<file path="src/hdl/rrtp_pkg.sv">
// Shared types and constants for the round-robin thread picker.
// No dependencies; used by rrtp_table, round_robin_thread_picker_unit, thread_pick_checker and testbench.
package rrtp_pkg;

    // Table capacity that the fixed-width fields can address.
    localparam int TCAP            = 8;
    localparam int MAX_THREADS_DEF = 8;
    localparam int CNT_W           = 4;

    // Transaction kinds
    localparam logic [2:0] K_SET   = 3'd0;
    localparam logic [2:0] K_SEL   = 3'd1;
    localparam logic [2:0] K_MERGE = 3'd2;
    localparam logic [2:0] K_PTR   = 3'd3;
    localparam logic [2:0] K_QUERY = 3'd4;

    // Thread status codes
    localparam logic [1:0] ST_DIS = 2'd0;
    localparam logic [1:0] ST_EN  = 2'd1;
    localparam logic [1:0] ST_SLP = 2'd2;
    localparam logic [1:0] ST_RSV = 2'd3;

    // Configuration register indexes
    localparam logic CFG_FAIR  = 1'b0;
    localparam logic CFG_YIELD = 1'b1;

    typedef struct packed {
        logic [2:0]  kind;
        logic [2:0]  thread_id;
        logic [1:0]  new_status;
        logic [7:0]  priority_mask;
        logic [63:0] priority_over;
        logic [7:0]  sleep_mask;
    } t_in_item;

    typedef struct packed {
        logic             selected_valid;
        logic [2:0]       selected_thread;
        logic             thread_active;
        logic             thread_asleep;
        logic             all_sleeping;
        logic             disabled_event;
        logic [CNT_W-1:0] known_threads;
    } t_out_item;

    // Update command from the sequencer to the status table
    typedef struct packed {
        logic       set_en;
        logic       merge_en;
        logic [2:0] tid;
        logic [1:0] nst;
        logic [7:0] smask;
    } t_tbl_cmd;

    // Status seen by the sequencer; only counted threads show up in the masks
    typedef struct packed {
        logic [TCAP-1:0]  en_mask;
        logic [TCAP-1:0]  sl_mask;
        logic [CNT_W-1:0] total;
    } t_tbl_stat;

    typedef enum logic [4:0] {
        S_IDLE = 5'b00001,
        S_EXEC = 5'b00010,
        S_MOD  = 5'b00100,
        S_WALK = 5'b01000,
        S_DONE = 5'b10000
    } t_state;

endpackage

</file>
<file path="src/hdl/rrtp_table.sv">
// Per-thread status table and known-thread count.
// Depends on rrtp_pkg for the command and status structs.
module rrtp_table #(
    parameter int MAX_THREADS = rrtp_pkg::MAX_THREADS_DEF
) (
    input  logic                i_clk,
    input  logic                i_rst_n,
    input  rrtp_pkg::t_tbl_cmd  i_cmd,
    output rrtp_pkg::t_tbl_stat o_stat
);
    import rrtp_pkg::*;

    localparam int TW = (MAX_THREADS > 1) ? $clog2(MAX_THREADS) : 1;

    logic [1:0]       r_st [MAX_THREADS];
    logic [CNT_W-1:0] r_total;

    always_ff @(posedge i_clk) begin
        if (!i_rst_n) begin
            for (int i = 0; i < MAX_THREADS; i++) begin
                r_st[i] <= ST_DIS;
            end
            r_total <= '0;
        end else begin
            if (i_cmd.set_en) begin
                // grow the count, filling the new entries as disabled
                if (CNT_W'(i_cmd.tid) >= r_total) begin
                    for (int i = 0; i < MAX_THREADS; i++) begin
                        if (CNT_W'(i) >= r_total && CNT_W'(i) < CNT_W'(i_cmd.tid)) begin
                            r_st[i] <= ST_DIS;
                        end
                    end
                    r_total <= CNT_W'(i_cmd.tid) + CNT_W'(1);
                end
                r_st[i_cmd.tid[TW-1:0]] <= i_cmd.nst;
            end
            if (i_cmd.merge_en) begin
                for (int i = 0; i < MAX_THREADS; i++) begin
                    if (CNT_W'(i) < r_total && i_cmd.smask[i]) begin
                        r_st[i] <= ST_SLP;
                    end
                end
            end
        end
    end

    always_comb begin
        o_stat.en_mask = '0;
        o_stat.sl_mask = '0;
        o_stat.total   = r_total;
        for (int i = 0; i < MAX_THREADS; i++) begin
            if (CNT_W'(i) < r_total) begin
                o_stat.en_mask[i] = (r_st[i] == ST_EN);
                o_stat.sl_mask[i] = (r_st[i] == ST_SLP);
            end
        end
    end

endmodule

</file>
<file path="src/hdl/round_robin_thread_picker_unit.sv">
// Round-robin thread picker: sequencer, candidate check and result register.
// Depends on rrtp_pkg and rrtp_table.
//
//  channel | direction | handshake                | payload
//  --------+-----------+--------------------------+------------------------
//  input   | in        | i_in_valid / o_in_ready  | i_in_data  (t_in_item)
//  output  | out       | o_out_valid / i_out_ready| o_out_data (t_out_item)
//  config  | in        | i_cfg_we (no wait)       | i_cfg_idx, i_cfg_data
//
// Set status, merge, set pointer, query and unknown kinds pass S_EXEC and S_DONE.
// Select with a non-zero count adds S_MOD, where 0..8 subtract steps reduce pointer+1
// modulo the count, and S_WALK, where 1..MAX_THREADS candidates are checked one a
// cycle. One transaction is in flight; a stalled result holds the sequencer in its
// final state. Reset is synchronous and clears table and pointer.
module round_robin_thread_picker_unit #(
    parameter int MAX_THREADS = rrtp_pkg::MAX_THREADS_DEF
) (
    input  logic                i_clk,
    input  logic                i_rst_n,
    input  logic                i_in_valid,
    output logic                o_in_ready,
    input  rrtp_pkg::t_in_item  i_in_data,
    output logic                o_out_valid,
    input  logic                i_out_ready,
    output rrtp_pkg::t_out_item o_out_data,
    input  logic                i_cfg_we,
    input  logic                i_cfg_idx,
    input  logic                i_cfg_data
);
    import rrtp_pkg::*;

    t_state           r_state, n_state;
    t_in_item         r_item;
    logic             r_fair_on, r_yield_on;
    logic [2:0]       r_ptr, n_ptr;
    logic [CNT_W-1:0] r_cand, n_cand;
    logic [CNT_W-1:0] r_cnt, n_cnt;
    logic             r_fair, n_fair;
    logic             r_sel_v, n_sel_v;
    logic [2:0]       r_sel_t, n_sel_t;
    logic             r_dis, n_dis;
    logic             r_out_v;
    t_out_item        r_out;

    t_tbl_cmd  tbl_cmd;
    t_tbl_stat tbl_stat;

    logic [TCAP-1:0]  live;
    logic [2:0]       cand;
    logic [7:0]       over_row;
    logic             skip, hit, set_ok, out_load;
    logic [CNT_W-1:0] cand_inc;

    rrtp_table #(.MAX_THREADS(MAX_THREADS)) u_table (
        .i_clk   (i_clk),
        .i_rst_n (i_rst_n),
        .i_cmd   (tbl_cmd),
        .o_stat  (tbl_stat)
    );

    assign live     = tbl_stat.en_mask | tbl_stat.sl_mask;
    assign cand     = r_cand[2:0];
    assign over_row = r_item.priority_over[{cand, 3'b000} +: 8];
    assign skip     = r_yield_on && |(over_row & live);
    assign hit      = !skip && tbl_stat.en_mask[cand]
                      && (!r_fair || r_item.priority_mask[cand]);
    assign cand_inc = r_cand + CNT_W'(1);
    assign set_ok   = (CNT_W'(r_item.thread_id) < CNT_W'(MAX_THREADS))
                      && (r_item.new_status != ST_RSV);
    assign out_load = (r_state == S_DONE) && (!r_out_v || i_out_ready);

    assign o_in_ready  = (r_state == S_IDLE);
    assign o_out_valid = r_out_v;
    assign o_out_data  = r_out;

    always_comb begin
        n_state = r_state;
        n_ptr   = r_ptr;
        n_cand  = r_cand;
        n_cnt   = r_cnt;
        n_fair  = r_fair;
        n_sel_v = r_sel_v;
        n_sel_t = r_sel_t;
        n_dis   = r_dis;
        tbl_cmd = '0;
        tbl_cmd.tid   = r_item.thread_id;
        tbl_cmd.nst   = r_item.new_status;
        tbl_cmd.smask = r_item.sleep_mask;
        case (r_state)
            S_IDLE: begin
                n_sel_v = 1'b0;
                n_sel_t = '0;
                n_dis   = 1'b0;
                if (i_in_valid) begin
                    n_state = S_EXEC;
                end
            end
            S_EXEC: begin
                n_state = S_DONE;
                case (r_item.kind)
                    K_SET: begin
                        tbl_cmd.set_en = set_ok;
                        n_dis = set_ok && (r_item.new_status == ST_DIS);
                    end
                    K_MERGE: tbl_cmd.merge_en = 1'b1;
                    K_PTR:   n_ptr = r_item.thread_id;
                    K_SEL: begin
                        if (tbl_stat.total != '0) begin
                            n_fair  = r_fair_on && |(r_item.priority_mask & live);
                            n_cand  = CNT_W'(r_ptr) + CNT_W'(1);
                            n_cnt   = '0;
                            n_state = S_MOD;
                        end
                    end
                    default: ;
                endcase
            end
            S_MOD: begin
                // reduce the start position modulo the count, one subtract a cycle
                if (r_cand >= tbl_stat.total) begin
                    n_cand = r_cand - tbl_stat.total;
                end else begin
                    n_state = S_WALK;
                end
            end
            S_WALK: begin
                n_ptr = cand;
                if (hit) begin
                    n_sel_v = 1'b1;
                    n_sel_t = cand;
                    n_state = S_DONE;
                end else if (r_cnt == tbl_stat.total - CNT_W'(1)) begin
                    n_state = S_DONE;
                end else begin
                    n_cnt  = r_cnt + CNT_W'(1);
                    n_cand = (cand_inc == tbl_stat.total) ? '0 : cand_inc;
                end
            end
            S_DONE: begin
                if (out_load) begin
                    n_state = S_IDLE;
                end
            end
            default: n_state = S_IDLE;
        endcase
    end

    always_ff @(posedge i_clk) begin
        if (!i_rst_n) begin
            r_state    <= S_IDLE;
            r_ptr      <= '0;
            r_out_v    <= 1'b0;
            r_fair_on  <= 1'b0;
            r_yield_on <= 1'b0;
        end else begin
            r_state <= n_state;
            r_ptr   <= n_ptr;
            if (out_load) begin
                r_out_v <= 1'b1;
            end else if (i_out_ready) begin
                r_out_v <= 1'b0;
            end
            if (i_cfg_we) begin
                case (i_cfg_idx)
                    CFG_FAIR:  r_fair_on  <= i_cfg_data;
                    CFG_YIELD: r_yield_on <= i_cfg_data;
                    default: ;
                endcase
            end
        end
    end

    // payload registers
    always_ff @(posedge i_clk) begin
        if (r_state == S_IDLE && i_in_valid) begin
            r_item <= i_in_data;
        end
        r_cand  <= n_cand;
        r_cnt   <= n_cnt;
        r_fair  <= n_fair;
        r_sel_v <= n_sel_v;
        r_sel_t <= n_sel_t;
        r_dis   <= n_dis;
        if (out_load) begin
            r_out.selected_valid  <= r_sel_v;
            r_out.selected_thread <= r_sel_t;
            r_out.thread_active   <= live[r_item.thread_id];
            r_out.thread_asleep   <= tbl_stat.sl_mask[r_item.thread_id];
            r_out.all_sleeping    <= (tbl_stat.en_mask == '0) && (tbl_stat.sl_mask != '0);
            r_out.disabled_event  <= r_dis;
            r_out.known_threads   <= tbl_stat.total;
        end
    end

    a_total_bound: assert property (@(posedge i_clk) disable iff (!i_rst_n)
        tbl_stat.total <= CNT_W'(MAX_THREADS))
        else $error("thread count exceeds table depth");

    a_walk_in_range: assert property (@(posedge i_clk) disable iff (!i_rst_n)
        (r_state == S_WALK) |-> (r_cand < tbl_stat.total) && (r_cnt < tbl_stat.total))
        else $error("walk candidate or step count out of range");

    a_sel_counted: assert property (@(posedge i_clk) disable iff (!i_rst_n)
        (o_out_valid && o_out_data.selected_valid)
            |-> (CNT_W'(o_out_data.selected_thread) < o_out_data.known_threads))
        else $error("selected thread is not a counted thread");

    a_sleep_flags: assert property (@(posedge i_clk) disable iff (!i_rst_n)
        (o_out_valid && o_out_data.all_sleeping && o_out_data.thread_active)
            |-> o_out_data.thread_asleep)
        else $error("all sleeping reported with an enabled thread");

    a_busy_no_ready: assert property (@(posedge i_clk) disable iff (!i_rst_n)
        (o_in_ready && i_in_valid) |=> !o_in_ready ##1 !o_in_ready)
        else $error("accepted a transaction while one is in flight");

endmodule

</file>
<file path="config.mk">
export PLATFORM = sky130hd
export DESIGN_NAME = round_robin_thread_picker_unit
export DESIGN_NICKNAME = d
export VERILOG_FILES = /design/src/hdl/rrtp_pkg.sv /design/src/hdl/rrtp_table.sv /design/src/hdl/round_robin_thread_picker_unit.sv
export SDC_FILE = /design/constraint.sdc
export NUM_CORES = 1
export LEC_CHECK = 0
export BUFFER_PORTS_ARGS = -buffer_cell sky130_fd_sc_hd__buf_2
export CORE_ASPECT_RATIO = 1.4
export CORE_MARGIN = 2
export CORE_UTILIZATION = 40
export DETAILED_ROUTE_END_ITERATION = 7
export MAX_ROUTING_LAYER = met4
export PLACE_DENSITY_LB_ADDON = 0.08
export SLEW_MARGIN = 15
export SYNTH_ARGS = -nofsm -noshare
export SYNTH_HDL_FRONTEND = slang
export SYNTH_SLANG_ARGS = --single-unit
</file>
<file path="constraint.sdc">
create_clock -name i_clk -period 3.2 [get_ports i_clk]
set_clock_uncertainty 0.1 [all_clocks]
set_input_delay 0.48 -clock i_clk [delete_from_list [all_inputs] [get_ports i_clk]]
set_output_delay 0.48 -clock i_clk [all_outputs]
set_load 0.1 [all_outputs]
</file>
==> summary.md <==
| Metric | Value |
|---|---|
| Num CTS Buffers | 17 |
| Peak supply drop | 0.392 mV |
| Power Density | 649 nW/um^2 |
| Reg2reg start | u_table.r_total[0]$_SDFFE_PN0P_ |
| WP data arrival | 2.88 ns |
| Die X | 115 um |
| WL final | approximately 18000 um |
| Startpoint Class | flip-flop |
| Ys Warns | 0 |
| CTS Hold Bufs | 0 |
| Sequential share of the synthesized area | 0.611 |
| Final hold vios | 0 |
| WP data required | 3.16 ns |
| Static Leak | 3.14 nW |
| CP cell instances | inv_1 -> ha_1 -> or3b_2 -> nand3b_1 -> o311a_1 -> o32ai_1 -> a21oi_1 -> a21oi_1 -> nor3b_1 |
| Initial Utilization | 0.409 |
| Mapped Nets | 628 |
| Clock power share | 0.347 |
| Sequential power share | 0.484 |
| Die Ht | 159 um |
| GPL Wtd Cong | a little over 0.9 |
| Max FO, Critical Path | 5 |
| P_int | ~3.9 mW |
| Largest net degree at the start of global routing | 60 |
| Post-route DRC | 0 |
| Maximum clock path buffer count | 2 |
| Power share of the combinational group | 0.169 |
| Number of synthesized register bits | about 150 |
| Post-layout util | 0.495 |
| Layout cells sized above 1 | 0.293 |
| Hold endpoint | r_item[21]$_DFFE_PP_ |
| Unrepaired setup endpoints after global routing | false |
| CTS tree | built |
| Switching share of power | 0.284 |
| GRT overflow | 0 |
| Worst setup EP type | flip-flop |
| Worst slew pin tran | 0.647 ns |
| Asr flop ratio synth | 0 |
| Vias in the first global route | 4890 |
| Reg2reg path depth | 9 |
| IO buf count | between 100 and 150 |
| Worst skew pair latency | ~0.42 ns |
| CP Class | flip-flop to flip-flop |
| Max-slew headroom | 0.568 |
| Remaining antenna violation count | 0 |
| EDFF count, synth | 130 |
| Initial DRT Pass Iterations | 5 |
| Area growth, synth to finish | 21.0% |
| Quantity of gates resized following cts | 0 |
| Diode count | 0 |
| Routed wire length per instance | 20.4 um |
| Worst R2R End | r_cnt[3]$_SDFFCE_PN0P_ |
| Tmin final | 2.93 ns |
| Ports | roughly 110 |
| Postcts setup bufs | 0 |
| CTS Sinks | 145 |
| Die ar. | 18300 um^2 |
| Via Count | 4797 |
| Max Fclk | 342 MHz |
| Setup Viol. Count Final | 0 |
| Clock Pin Slew Worst Setup and Hold Paths | ~0.060 ns |
| CTS HTree Levels | 4 |
| Dominant synthesized flop cell | edfxtp_1 |
| Max stage delay cell, worst path | nor3b_1 |
| FP Rows | 56 |
| Most common cell on crit path | a21oi_1 |
| Syn avg cell area | 13.3 um^2 |
| Status | finished, final reports clean |
| Root buf cell | clkbuf_16 |
| Yosys cell types | 63 |
| Global-route wire length before repair | 27100 um |
| Total core area | 16800 um^2 |
| Final Max Slew Viols | 0 |
| Period utilization | 0.914 |
| Slowest cell delay on critical path | approximately 0.50 ns |
| Sw Pwr | 1.53 mW |
| Gate Count Post-Synth | between 500 and 600 |
| Hold_sp | i_in_data[21] |
| Antenna violations before repair | 0 |
| Worst hold path class | input port to flip-flop |
| Final Power | 5.40 mW |
| Iteration-0 DRC Markers | between 400 and 500 |
| Hold Path Depth | 1 |
| Top delay family on crit path | simple AND/OR/NAND/NOR gates |
| Final Net Count | 757 |
| Tot GR Track Use | 0.205 |
| Reg2Reg Setup Slack | 0.27 ns |
| Critical path buffers and inverters | 1 |
| Cell Area, Synth | 6880 um^2 |
| Via-per-instance ratio | 5.56 |
| Worst path depth | 9 |
| Detailed Place HPWL | 13000 um |
| Max-cap violation count | 0 |
| Setup TNS | 0 ns |
## metrics by stage
stage,std cells,setup slack [ns],hold WS (ns),cell area (um^2)
after floorplan,517,0.0243,0.300,6880
after global placement,830,0.399,0.305,7770
after detailed placement,830,0.291,0.310,7770
after CTS,862,0.282,0.115,8330
after global routing,862,0.0765,0.117,8330
final,862,0.275,0.133,8330
## metal layers
layer | up-vias | GRT usage | wire length (um)
li1 | 2264 | - | -
met1 | 2301 | 0.245 | 6940
met2 | 192 | 0.339 | 9190
met3 | 40 | 0.0400 | 926
met4 | 0 | 0.0832 | 514
met5 | - | - | 0
## final cells by class
class,count,area (um^2)
clock buffer,18,429
clock inverter,14,125
fill,1496,8490
inverter,17,63.8
multi-input combinational,330,2490
sequential,145,4200
tap,203,254
timing repair buffer,135,756
## how the worst max path moves through the flow
stage,from,end,slack [ns]
6_report,u_table.r_total[0]$_SDFFE_PN0P_,r_cnt[3]$_SDFFCE_PN0P_,0.27
5_1_grt,u_table.r_total[0]$_SDFFE_PN0P_,r_cnt[3]$_SDFFCE_PN0P_,0.08
4_1_cts,u_table.r_total[0]$_SDFFE_PN0P_,r_cnt[0]$_SDFFCE_PN0P_,0.28
3_5_place_dp,u_table.r_total[0]$_SDFFE_PN0P_,r_cnt[2]$_SDFFCE_PN0P_,0.29
3_3_place_gp,u_table.r_total[0]$_SDFFE_PN0P_,r_cnt[0]$_SDFFCE_PN0P_,0.40
2_1_floorplan,r_state[2]$_SDFFE_PN0P_,r_item[0]$_DFFE_PP_,0.02
## state kept, by name, summed over array words and instances (netlist names)
name / flops
o_out_data: 12
o_out_valid: 1
r_cand: 4
r_cnt: 4
r_dis: 1
r_fair: 1
r_fair_on: 1
r_item: 88
r_ptr: 3
r_sel_t: 3
r_sel_v: 1
r_state: 5
r_yield_on: 1
u_table.r_st: 16
u_table.r_total: 4
## power by group through the flow
| stage | Combinational [mW] | Sequential [mW] | Clock (mW) |
|---|---|---|---|
| final | 0.911 | 2.62 | 1.87 |
| after CTS | 0.928 | 2.62 | 1.91 |
| after global placement | 0.914 | 2.65 | 0 |
| after detailed placement | 0.925 | 2.66 | 0 |
| after floorplan | 0.567 | 2.66 | 0 |
| after global routing | 0.993 | 2.65 | 2.00 |
## cells in the final DEF, fill, tap and decap left out, types with 10 or more instances in the layout
cell type  count
a21oi_1       16
buf_2        108
buf_4         26
clkbuf_16     17
dfxtp_1       15
edfxtp_1     130
ha_1          15
inv_1         16
mux4_2        19
nand2_1       34
nand2b_1      13
nand3_1       21
nor2_1        29
nor2b_1       13
nor3_1        10
o21ai_0       22
xor2_1        12
## kinds of logic after synthesis
group           count (synthesis)  synth area share
compound gates                107             0.113
xor+xnor                       19            0.0242
fa+ha+maj                      16            0.0302
buf+inv                        42            0.0267
flops                         145             0.611
mux                            24            0.0698
simple gates                  164             0.125
## synth_stat cells, drive strengths merged, types with 3 or more instances
master / n / share of area
nand2: 34 / 0.019
nor2: 29 / 0.016
edfxtp: 130 / 0.57
nor3: 11 / 0.0087
xnor2: 7 / 0.0089
ha: 15 / 0.027
dfxtp: 15 / 0.044
nand4: 9 / 0.0082
xor2: 12 / 0.015
and2: 9 / 0.0082
a21oi: 16 / 0.012
o21a: 3 / 0.0033
nand3b: 10 / 0.011
o311a: 6 / 0.0087
o221ai: 5 / 0.0064
nand2b: 13 / 0.012
o22ai: 5 / 0.0045
o2111ai: 3 / 0.0038
buf: 12 / 0.010
nand3: 21 / 0.015
or3: 4 / 0.0036
clkbuf: 13 / 0.0071
inv: 16 / 0.0087
o21ai: 22 / 0.016
a21o: 7 / 0.0076
a31oi: 6 / 0.0055
nor2b: 13 / 0.012
and3: 4 / 0.0036
a21boi: 4 / 0.0044
mux2i: 3 / 0.0044
o211ai: 7 / 0.0076
mux4: 19 / 0.062
No activity file was read; power rests on OpenSTA's default activity.
